## src/hw/rtl/utt_pkg.sv

```systemverilog
// Shared types, constants and helper functions for the UTF-32 / UTF-16 transcoder.
// Used by every module of the block; depends on nothing else.
package utt_pkg;

    // Configuration register indexes.
    localparam logic CfgDirection = 1'b0;
    localparam logic CfgBigEndian = 1'b1;

    // Direction codes.
    localparam logic DirToUtf16 = 1'b0;
    localparam logic DirToUtf32 = 1'b1;

    localparam logic [31:0] BomPoint  = 32'h0000_FEFF;
    localparam logic [15:0] LeadBase  = 16'hD800;
    localparam logic [15:0] TrailBase = 16'hDC00;
    localparam logic [31:0] SuppBase  = 32'h0001_0000;
    localparam logic [31:0] PointMax  = 32'h0010_FFFF;

    // Default number of entries between the front and the back.
    localparam int QueueDepthDefault = 4;

    // One classified item: one or two result words.
    typedef struct packed {
        logic        two;
        logic [31:0] w0;
        logic [31:0] w1;
    } t_entry;

    function automatic logic [31:0] swap32(input logic [31:0] v);
        return {v[7:0], v[15:8], v[23:16], v[31:24]};
    endfunction

endpackage

```

## src/hw/rtl/utf32_utf16_transcoder_unit.sv

```systemverilog
// Top level of the streaming UTF-32 / UTF-16 transcoder.
// Depends on utt_pkg, utt_front, utt_queue and utt_back.
//
//   Channel  | Direction | Handshake                  | Payload
//   ---------+-----------+----------------------------+-----------------------------------
//   config   | in        | i_cfg_wr_en (no wait)      | i_cfg_index, i_cfg_wdata
//   input    | in        | i_in_valid / o_in_ready    | i_in_word, i_first_of_buffer,
//            |           |                            | i_end_of_buffer
//   output   | out       | o_out_valid / i_out_ready  | o_out_word, o_last_of_run
//
// The front takes one item per cycle while the queue has room. An accepted item that gives
// a result is written into the queue at its accepting edge and is loaded from there into
// the output stage, which then shows its first word, once that stage is empty or hands over its last word.
// The back delivers one word per cycle while the output is ready, so an item that gives two
// words (a surrogate pair, or a byte order mark ahead of a word) holds the back for both of
// them; a stream of such items fills the queue and then holds back the input.
// Reset is synchronous and active low; it clears the configuration, the buffer state, the
// queue and the output stage. A stalled output holds its word while the front keeps
// filling the queue until it is full.
module utf32_utf16_transcoder_unit #(
    parameter int QueueDepth = utt_pkg::QueueDepthDefault
) (
    input  logic        i_clk,
    input  logic        i_rst_n,
    input  logic        i_cfg_wr_en,
    input  logic        i_cfg_index,
    input  logic        i_cfg_wdata,
    input  logic        i_in_valid,
    output logic        o_in_ready,
    input  logic [31:0] i_in_word,
    input  logic        i_first_of_buffer,
    input  logic        i_end_of_buffer,
    output logic        o_out_valid,
    input  logic        i_out_ready,
    output logic [31:0] o_out_word,
    output logic        o_last_of_run
);

    // Classified items travel from the front into the queue.
    utt_pkg::t_entry front_entry;
    logic            front_push;
    logic            q_ready;

    // And from the queue into the back.
    utt_pkg::t_entry q_entry;
    logic            q_empty;
    logic            q_pop;

    // The front owns the configuration registers and the state that spans items:
    // the remembered byte order mark and the held lead surrogate. Items that give
    // no result (a leading mark, an out-of-range code point, a held lead) are
    // absorbed here and never reach the queue.
    utt_front u_front (
        .i_clk             (i_clk),
        .i_rst_n           (i_rst_n),
        .i_cfg_wr_en       (i_cfg_wr_en),
        .i_cfg_index       (i_cfg_index),
        .i_cfg_wdata       (i_cfg_wdata),
        .i_in_valid        (i_in_valid),
        .o_in_ready        (o_in_ready),
        .i_in_word         (i_in_word),
        .i_first_of_buffer (i_first_of_buffer),
        .i_end_of_buffer   (i_end_of_buffer),
        .i_q_ready         (q_ready),
        .o_push            (front_push),
        .o_entry           (front_entry)
    );

    utt_queue #(
        .Depth (QueueDepth)
    ) u_queue (
        .i_clk   (i_clk),
        .i_rst_n (i_rst_n),
        .i_push  (front_push),
        .i_entry (front_entry),
        .o_ready (q_ready),
        .i_pop   (q_pop),
        .o_empty (q_empty),
        .o_entry (q_entry)
    );

    // The back is the output register: it holds one entry and steps through its words.
    utt_back u_back (
        .i_clk         (i_clk),
        .i_rst_n       (i_rst_n),
        .i_q_empty     (q_empty),
        .i_q_entry     (q_entry),
        .o_q_pop       (q_pop),
        .o_out_valid   (o_out_valid),
        .i_out_ready   (i_out_ready),
        .o_out_word    (o_out_word),
        .o_last_of_run (o_last_of_run)
    );

endmodule

```

## src/hw/rtl/utt_front.sv

```systemverilog
// Front of the transcoder: configuration registers, item acceptance, classification
// and the per-buffer state. Depends on utt_pkg.
module utt_front (
    input  logic            i_clk,
    input  logic            i_rst_n,
    input  logic            i_cfg_wr_en,
    input  logic            i_cfg_index,
    input  logic            i_cfg_wdata,
    input  logic            i_in_valid,
    output logic            o_in_ready,
    input  logic [31:0]     i_in_word,
    input  logic            i_first_of_buffer,
    input  logic            i_end_of_buffer,
    input  logic            i_q_ready,
    output logic            o_push,
    output utt_pkg::t_entry o_entry
);

    logic       r_direction;
    logic       r_big_endian;
    logic       r_bom_flag;
    logic       r_lead_pending;
    logic [9:0] r_held_lead_bits;

    logic            accept;
    logic            has_result;
    logic            is_bom;
    logic            is_lead;
    logic            pend;
    utt_pkg::t_entry entry;

    assign o_in_ready = i_q_ready;
    assign accept     = i_in_valid && i_q_ready;
    assign o_push     = accept && has_result;
    assign o_entry    = entry;

    always_comb begin
        logic [31:0] cp;
        logic [15:0] unit;
        logic [19:0] v;
        logic [31:0] data_raw;
        logic [31:0] data;
        logic [31:0] bom_word;
        logic        has_data;
        logic        bom_out;

        cp       = r_big_endian ? utt_pkg::swap32(i_in_word) : i_in_word;
        unit     = i_in_word[15:0];
        v        = cp[19:0] - utt_pkg::SuppBase[19:0];
        is_bom   = (cp == utt_pkg::BomPoint);
        is_lead  = (unit[15:10] == utt_pkg::LeadBase[15:10]);
        pend     = r_lead_pending && !i_first_of_buffer;
        data_raw = pend ? ({12'b0, r_held_lead_bits, unit[9:0]} + utt_pkg::SuppBase)
                        : {16'b0, unit};
        data     = r_big_endian ? utt_pkg::swap32(data_raw) : data_raw;
        bom_word = r_big_endian ? utt_pkg::swap32(utt_pkg::BomPoint) : utt_pkg::BomPoint;
        has_data = pend || !is_lead;
        bom_out  = i_first_of_buffer && r_bom_flag;

        entry      = '0;
        has_result = 1'b0;
        if (r_direction == utt_pkg::DirToUtf16) begin
            if (i_first_of_buffer && is_bom) begin
                has_result = 1'b0;
            end else if (cp[31:16] == 16'b0) begin
                has_result = 1'b1;
                entry.w0   = cp;
            end else if (cp <= utt_pkg::PointMax) begin
                has_result = 1'b1;
                entry.two  = 1'b1;
                entry.w0   = {16'b0, utt_pkg::LeadBase[15:10], v[19:10]};
                entry.w1   = {16'b0, utt_pkg::TrailBase[15:10], v[9:0]};
            end
        end else begin
            if (bom_out) begin
                has_result = 1'b1;
                entry.two  = has_data;
                entry.w0   = bom_word;
                entry.w1   = data;
            end else begin
                has_result = has_data;
                entry.w0   = data;
            end
        end
    end

    always_ff @(posedge i_clk) begin
        if (!i_rst_n) begin
            r_direction      <= utt_pkg::DirToUtf16;
            r_big_endian     <= 1'b0;
            r_bom_flag       <= 1'b0;
            r_lead_pending   <= 1'b0;
            r_held_lead_bits <= '0;
        end else begin
            if (i_cfg_wr_en) begin
                if (i_cfg_index == utt_pkg::CfgDirection) begin
                    r_direction <= i_cfg_wdata;
                end else begin
                    r_big_endian <= i_cfg_wdata;
                end
            end
            if (accept) begin
                if (r_direction == utt_pkg::DirToUtf16) begin
                    if (i_first_of_buffer) begin
                        r_bom_flag <= is_bom;
                    end
                    if (i_end_of_buffer) begin
                        r_lead_pending <= 1'b0;
                    end
                end else begin
                    r_lead_pending <= !pend && is_lead && !i_end_of_buffer;
                    if (!pend && is_lead) begin
                        r_held_lead_bits <= i_in_word[9:0];
                    end
                end
            end
        end
    end

endmodule

```

## src/hw/rtl/utt_queue.sv

```systemverilog
// Short queue of classified items between the front and the back.
// Depends on utt_pkg for the entry type.
module utt_queue #(
    parameter int Depth = utt_pkg::QueueDepthDefault
) (
    input  logic            i_clk,
    input  logic            i_rst_n,
    input  logic            i_push,
    input  utt_pkg::t_entry i_entry,
    output logic            o_ready,
    input  logic            i_pop,
    output logic            o_empty,
    output utt_pkg::t_entry o_entry
);

    localparam int PtrW = $clog2(Depth);
    localparam int CntW = $clog2(Depth + 1);

    utt_pkg::t_entry r_mem [Depth];
    logic [PtrW-1:0] r_wr_ptr;
    logic [PtrW-1:0] r_rd_ptr;
    logic [CntW-1:0] r_count;

    logic do_push;
    logic do_pop;

    assign o_ready = (r_count != CntW'(Depth));
    assign o_empty = (r_count == '0);
    assign o_entry = r_mem[r_rd_ptr];
    assign do_push = i_push && o_ready;
    assign do_pop  = i_pop && !o_empty;

    always_ff @(posedge i_clk) begin
        if (do_push) begin
            r_mem[r_wr_ptr] <= i_entry;
        end
    end

    always_ff @(posedge i_clk) begin
        if (!i_rst_n) begin
            r_wr_ptr <= '0;
            r_rd_ptr <= '0;
            r_count  <= '0;
        end else begin
            if (do_push) begin
                r_wr_ptr <= (r_wr_ptr == PtrW'(Depth - 1)) ? '0 : r_wr_ptr + 1'b1;
            end
            if (do_pop) begin
                r_rd_ptr <= (r_rd_ptr == PtrW'(Depth - 1)) ? '0 : r_rd_ptr + 1'b1;
            end
            case ({do_push, do_pop})
                2'b10:   r_count <= r_count + 1'b1;
                2'b01:   r_count <= r_count - 1'b1;
                default: r_count <= r_count;
            endcase
        end
    end

endmodule

```

## src/hw/rtl/utt_back.sv

```systemverilog
// Back of the transcoder: takes one classified item at a time from the queue and
// delivers its one or two words on the output channel. Depends on utt_pkg.
module utt_back (
    input  logic            i_clk,
    input  logic            i_rst_n,
    input  logic            i_q_empty,
    input  utt_pkg::t_entry i_q_entry,
    output logic            o_q_pop,
    output logic            o_out_valid,
    input  logic            i_out_ready,
    output logic [31:0]     o_out_word,
    output logic            o_last_of_run
);

    utt_pkg::t_entry r_entry;
    logic            r_have;
    logic            r_phase;

    logic finish;
    logic advance;
    logic load;

    assign finish  = r_have && i_out_ready && (!r_entry.two || r_phase);
    assign advance = r_have && i_out_ready && r_entry.two && !r_phase;
    assign load    = (!r_have || finish) && !i_q_empty;
    assign o_q_pop = load;

    assign o_out_valid   = r_have;
    assign o_out_word    = r_phase ? r_entry.w1 : r_entry.w0;
    assign o_last_of_run = !r_entry.two || r_phase;

    always_ff @(posedge i_clk) begin
        if (load) begin
            r_entry <= i_q_entry;
        end
    end

    always_ff @(posedge i_clk) begin
        if (!i_rst_n) begin
            r_have  <= 1'b0;
            r_phase <= 1'b0;
        end else begin
            if (load) begin
                r_have  <= 1'b1;
                r_phase <= 1'b0;
            end else if (finish) begin
                r_have  <= 1'b0;
                r_phase <= 1'b0;
            end else if (advance) begin
                r_phase <= 1'b1;
            end
        end
    end

endmodule

```

## config.mk

```make
export PLATFORM = sky130hd
export DESIGN_NAME = utf32_utf16_transcoder_unit
export DESIGN_NICKNAME = d
export VERILOG_FILES = /design/src/hw/rtl/utt_pkg.sv /design/src/hw/rtl/utf32_utf16_transcoder_unit.sv /design/src/hw/rtl/utt_front.sv /design/src/hw/rtl/utt_queue.sv /design/src/hw/rtl/utt_back.sv
export SDC_FILE = /design/constraint.sdc
export NUM_CORES = 1
export LEC_CHECK = 0
export ABC_AREA = 1
export BUFFER_PORTS_ARGS = -buffer_cell sky130_fd_sc_hd__buf_4
export CAP_MARGIN = 20
export CORE_UTILIZATION = 50
export CTS_CLUSTER_DIAMETER = 100
export CTS_CLUSTER_SIZE = 40
export DETAILED_ROUTE_END_ITERATION = 12
export GPL_TIMING_DRIVEN = 0
export PLACE_DENSITY = 0.66
export SYNTH_ARGS = -nofsm -noshare
export SYNTH_HDL_FRONTEND = slang
export SYNTH_HIERARCHICAL = 1
export SYNTH_SLANG_ARGS = --single-unit
```

## constraint.sdc

```tcl
create_clock -name i_clk -period 11.1 [get_ports i_clk]
set_input_delay 1.665 -clock i_clk [delete_from_list [all_inputs] [get_ports i_clk]]
set_output_delay 1.665 -clock i_clk [all_outputs]
set_load 0.05 [all_outputs]
```

-- Yosys cells after proc, flatten, opt, wreduce, memory -nomap -nowiden
Memory sizes are Yosys's and may differ from the RTL's. A register that Yosys moved wholly into a read port is not among the register bits.
Cells that the tools add are included.
- register bits: 23
- bits in latches: 0
- memory bits (writable): 260
- bits in read-only memories: 0
- input bits: 41
- output and inout bits: 35
- word-level logic and storage cells: 92
- memories kept: 1
- add/subtract/negate cells: 6
- multiply operators: 0
- div/mod/pow operators: 0
- $lt $le $gt $ge: 1
- equality and inequality tests: 7
- shift operators: 0
- muxes and demuxes: 28
- bitwise operators: 3
- reductions and logical operators: 36
- memories (memory ; words ; bits a word ; read ports ; clocked after Yosys merged registers in ; write ports ; line ; RTL):
    u_queue.r_mem ; 4 ; 65 ; 1 ; 1 ; 1 ; utt_queue.sv:19 ; utt_pkg::t_entry r_mem [Depth];
- operators with widths (cell ; number):
    two-way mux 32 bit ; 9
    two-way mux 65 bit ; 3
    equality test 32 x 16 -> 1 bit (second input constant) ; 1
    less-or-equal comparator 32 x 21 -> 1 bit (second input constant) ; 1
    adder 20 x 17 -> 21 bit (second input constant) ; 1
    subtractor 20 x 17 -> 20 bit (second input constant) ; 1
    zero test 16 bit ; 1
    logical AND 1 bit ; 14
    two-way mux 1 bit ; 13
    zero test 1 bit ; 8
    equality test 2 bit (second input constant) ; 3
    equality test 6 bit (second input constant) ; 1
    case mux 3 bit (2 select lines) ; 1
    AND reduction 2 bit ; 3
    AND reduction 3 bit ; 2
    nonzero test 2 bit ; 3
    adder 2 x 1 -> 2 bit (second input constant) ; 2
    two-way mux 2 bit ; 2
    adder 3 x 1 -> 3 bit (second input constant) ; 1
    zero test 3 bit ; 1
    logical OR 1 bit ; 3
    != test 3 bit (second input constant) ; 1
    NOT 1 bit ; 3
    OR reduction 3 bit ; 1
    other kinds (2) ; 2

-- Logic depth before layout (Yosys ltp)
- depth in word-level cells: 10
- mapped depth: 24
- depth with buffers taken out: 21

-- Cells and area by module
Netlist, hierarchy kept.
- by module, submodules not included (module ; times used ; cells each ; area an instance (sq um) ; seq. area each (sq um)):
    utt_queue ; 1 ; 699 ; 10443.8 ; 7987.7
    utt_front ; 1 ; 492 ; 2592.5 ; 280.3
    utt_back ; 1 ; 182 ; 2464.9 ; 1991.9

-- Least setup slack after synthesis
OpenSTA, ideal clock, no wires.
- path type: input to register
- start: input port i_in_word[8]
- end: memory u_queue/r_mem[0][0] in the netlist's numbering, enable pin
- library setup time: 0.489 ns
- data arrival time: 5.805 ns
- data required time: 10.611 ns
- slack: 4.806 ns
- stages: 12
- buffers on the path: 0
- cells stage by stage: inv_1 > nand2_1 > nand2_1 > ha_1 > nand3_4 > a21oi_4 > nand2_2 > clkinv_2 > nand2_1 > a21oi_1 > nand2_1 > nor2_1
- longest elaborated chain between the ends: 10
- elaborated cells on any way between the ends: 13
- classes of those cells: 1 x order compare; 1 x eq/ne; 7 x mux; 4 x reduce/logical
- ends and longest elaborated chain (item ; line ; RTL):
    start: declaration ; utf32_utf16_transcoder_unit.sv:30 ; input logic [31:0] i_in_word,
    two-way mux 32 bit * ; utt_front.sv:47 ; cp = r_big_endian ? utt_pkg::swap32(i_in_word) : i_in_word;
    less-or-equal comparator 32 x 21 -> 1 bit ; utt_front.sv:68 ; end else if (cp <= utt_pkg::PointMax) begin
    two-way mux 1 bit ; utt_front.sv:68 ;
    two-way mux 1 bit ; utt_front.sv:65 ; end else if (cp[31:16] == 16'b0) begin
    two-way mux 1 bit * ; utt_front.sv:63 ; if (i_first_of_buffer && is_bom) begin
    two-way mux 1 bit * ; utt_front.sv:62 ; if (r_direction == utt_pkg::DirToUtf16) begin
    logical AND 1 bit * ; utt_front.sv:34 ; assign o_push = accept && has_result;
    via front_push ; utf32_utf16_transcoder_unit.sv:41 ; logic front_push;
    logical AND 1 bit * ; utt_queue.sv:30 ; assign do_push = i_push && o_ready;
    two-way mux 1 bit * ; utt_queue.sv:34 ; if (do_push) begin
    two-way mux 1 bit (not written as such) * ; utt_queue.sv:35 ; r_mem[r_wr_ptr] <= i_entry;
    end: declaration ; utt_queue.sv:19 ;
The timed path passes the listed nets; every way through them passes the cells marked *.

-- Worst setup path in the final report
- start: input port i_in_word[8]
- end: memory u_queue/r_mem[2][5] in the netlist's numbering, enable pin
Same word-level chain as after synthesis.

==> flow_summary.yaml <==
critical_path:
  r2r_end: "u_queue/r_mem[2][5]$_DFFE_PP_"
  worst_ep_arrival_time_ns: 5.35
  path_max_fanout: 27
  cp-end-kind: "flop"
  reg2reg_from: "u_front/r_big_endian$_SDFFE_PN0P_"
  r2r_slack_ns: 6.50
  critPathKind: "primary input to flop"
  ff2ff_path_depth: 16
  start_kind: "primary input"
  required_ns: 11.32
global_routing:
  grt_use_met2_pct: 39.3
  grt_start_max_net_pins: 41
  use_met1_pct: 38.7
  grt_pass1_vias: 9838
  busiest_layer: "met2"
  grt_pass1_wl_um: 60100
  grtUsageMet3_pct: 3.94
  antenna_found_initial: 0
  grt.overflow.total: 0
  grt_usage_pct: 25.9
floorplan:
  num_rows: 64
  dieArea_mm2: 0.0317
  core_mm2: 0.0305
  die_w_um: 178
  start_util_pct: 50.8
  ioPinCount: 76
  die_h_um: 178
cells_and_area:
  postLayoutCellArea_mm2: 0.0172
  area_growth_pct: 11.2
  nNetsFinal: 1523
  antenna_cells: 0
  final_layout_size_suffix_gt1_share_pct: 16.2
  post-route-util_pct: 56.5
sta:
  slew_headroom_pct: 38.4
  worst_clock_skew_ns: 0.0441
  worst_slew_pin_slew_ns: 0.921
  setup_viol: 0
  min_period_ns: 5.12
  fmax_ghz: 0.195
  hold_viol: 0
  rsz0062_at_grt: "false"
  tns_ns: 0
  timing.final.crit_share_pct: 46.2
  hold_slack_ns: 0.473
  slew_viol_final: 0
logic_synthesis:
  synth-edff-count: 325
  synth_ff_type: "edfxtp_1"
  yosys.area.top_type: "edfxtp_1"
  yosys-top-cells-count: "edfxtp_1 (325), nand2_1 (292), nor2_1 (168)"
  synth-seq-cells: 350
  synth_top_area_share_pct: 63.0
  synth.cell_area_mm2: 0.0155
  avgSynthCellArea_um2: 11.3
  yosys_warnings: 6
  synthTopCellsByArea: "edfxtp_1 (63%), nand2_1 (7.1%), nor2_1 (4.1%)"
  ys_types: 43
  yosysMostFrequentCell: "edfxtp_1"
  ys_seq_area_share_pct: 66.2
  synthArstFlopShare_pct: 0
  synthCells: 1373
  syn_nets: 1423
clock_tree:
  cts_tree: "done"
  cts.sinks: 350
  cts-root-buf: "clkbuf_16"
  htreeDepth: 1
  cts_hold_buf: 0
  post_cts_buffers: 0
  clk_latency_ns: 0.53
  cts_made_buffers: 13
  clk_pin_slew_ns: 0.12
  ctsResizeCount: 0
  clock_path_buffers: 3
hold_path:
  holdPathStages: 2
  holdCritStartpoint: "u_front/r_held_lead_bits[4]$_SDFFE_PN0P_"
  hp-class: "flop to flop"
  holdPathEnd: "u_front/r_held_lead_bits[4]$_SDFFE_PN0P_"
status:
  status: "finished, final reports clean"
routing:
  via_per_inst: 5.72
  vias: 10725
  wl_per_cell_um: 21.7
  remaining_drc_errors: 0
  drt_wl_total_um: 40800
  drtAntennaViolNets: 0
  dr.pass1.iters: 7
  drt_iter0_drc: 1243
power_and_ir_drop:
  total_power_mw: 2.58
  ir_worst_vdd_mv: 0.0953
  p_per_area_mw_per_mm2: 150
  p_leak_nw: 6.13
place:
  placed_cell_area_mm2: 0.0168
  port_buffers: 75
  dpl.hpwl_um: 29100
  routabilityCongestion: 0.946
job:
  drv_cap: 0
layout make-up:
type                    count  area (um2)
plain buffers              80         533
clock buffers              17         372
clock inverters             4        61.3
fillers                  2569       13300
inverters                  68         272
multi-input cells         875        4470
flip-flops and latches    350       10300
well taps                 396         495
repair buffers             85         771
kinds of logic (layout without fill, tap and decap cells):
family	after synthesis	after routing	synth area share [%]
compound gates	294	294	11.3
flops	350	350	66.2
simple gates	570	570	16.5
fa+ha+maj	9	9	0.775
xor+xnor	2	2	0.113
buf+inv	148	254	5.19
sequential cells by signal, indices dropped and copies added (netlist names), named ones only:
register and cells:
u_back/r_phase 1, u_queue/r_wr_ptr 2, u_front/r_big_endian 1, u_front/r_direction 1, u_queue/r_mem 260, u_back/o_out_valid 1
u_back/r_entry 65, u_front/r_held_lead_bits 10, u_queue/r_rd_ptr 2, u_front/r_lead_pending 1, u_front/r_bom_flag 1, u_queue/r_count 3
power breakdown:
group	switching, mW	internal, mW
combinational	0.298	0.119
sequential	0.0203	1.50
clock	0.395	0.253
layout by cell type (no fill, tap or decap), types with 3 or more instances in the layout:
master,n
o21ai_1,58
buf_6,18
o22ai_2,20
o21ai_2,6
clkbuf_16,14
clkbuf_1,33
nor2_4,26
inv_2,5
o211ai_1,9
or2_2,3
inv_6,4
nand3_1,23
nor2_1,164
edfxtp_1,325
nand3b_1,4
buf_2,24
nand4_1,34
dfxtp_1,25
buf_4,77
buf_12,12
nand2_2,13
nand2_1,292
inv_1,57
a21oi_1,29
nor3_1,3
o22ai_1,45
o21ai_0,121
ha_1,8
stage by stage:
| stage | cells | setup slack (ns) |
|---|---|---|
| global route | 1875 | 5.74 |
| finish | 1875 | 5.98 |
| global placement | 1844 | 1.66 |
| floorplan | 1373 | 4.81 |
| CTS | 1875 | 6.02 |
| detailed placement | 1854 | 5.49 |
worst max-delay path, stage by stage:
cell and delay, ns:
buf_4 0.13, inv_1 0.11, nand2_1 0.12, nand2_1 0.21
ha_1 0.30, nand3_4 0.13, a21oi_4 0.34, nand2_2 0.11
clkinv_2 0.11, nand2_1 0.09, a21oi_1 0.29, nand2_1 0.39
nor2_4 0.82, buf_12 0.29, buf_16 0.19
worst max-delay path by stage:
| stage | cells past startpoint | to | from | slack [ns] |
|---|---|---|---|---|
| after floorplan | 12 | u_queue/r_mem[0][0]$_DFFE_PP_ | i_in_word[8] | 4.81 |
| final | 15 | u_queue/r_mem[2][5]$_DFFE_PP_ | i_in_word[8] | 5.98 |
| after detailed placement | 15 | u_queue/r_mem[2][33]$_DFFE_PP_ | i_in_word[8] | 5.49 |
| after global placement | 13 | u_queue/r_mem[0][33]$_DFFE_PP_ | i_in_word[8] | 1.66 |
| after CTS | 15 | u_queue/r_mem[2][5]$_DFFE_PP_ | i_in_word[8] | 6.02 |
| after global routing | 15 | u_queue/r_mem[2][5]$_DFFE_PP_ | i_in_word[8] | 5.74 |
routing by layer:
metal / routed length, um / vias to the layer above / part of all wire [%]
met5: 0 / - / 0
met4: 1150 / 0 / 2.8
met3: 2850 / 72 / 7.0
met2: 18400 / 436 / 45
met1: 18400 / 5201 / 45
li1: - / 5016 / -
Power figures use the tool's default switching activity.
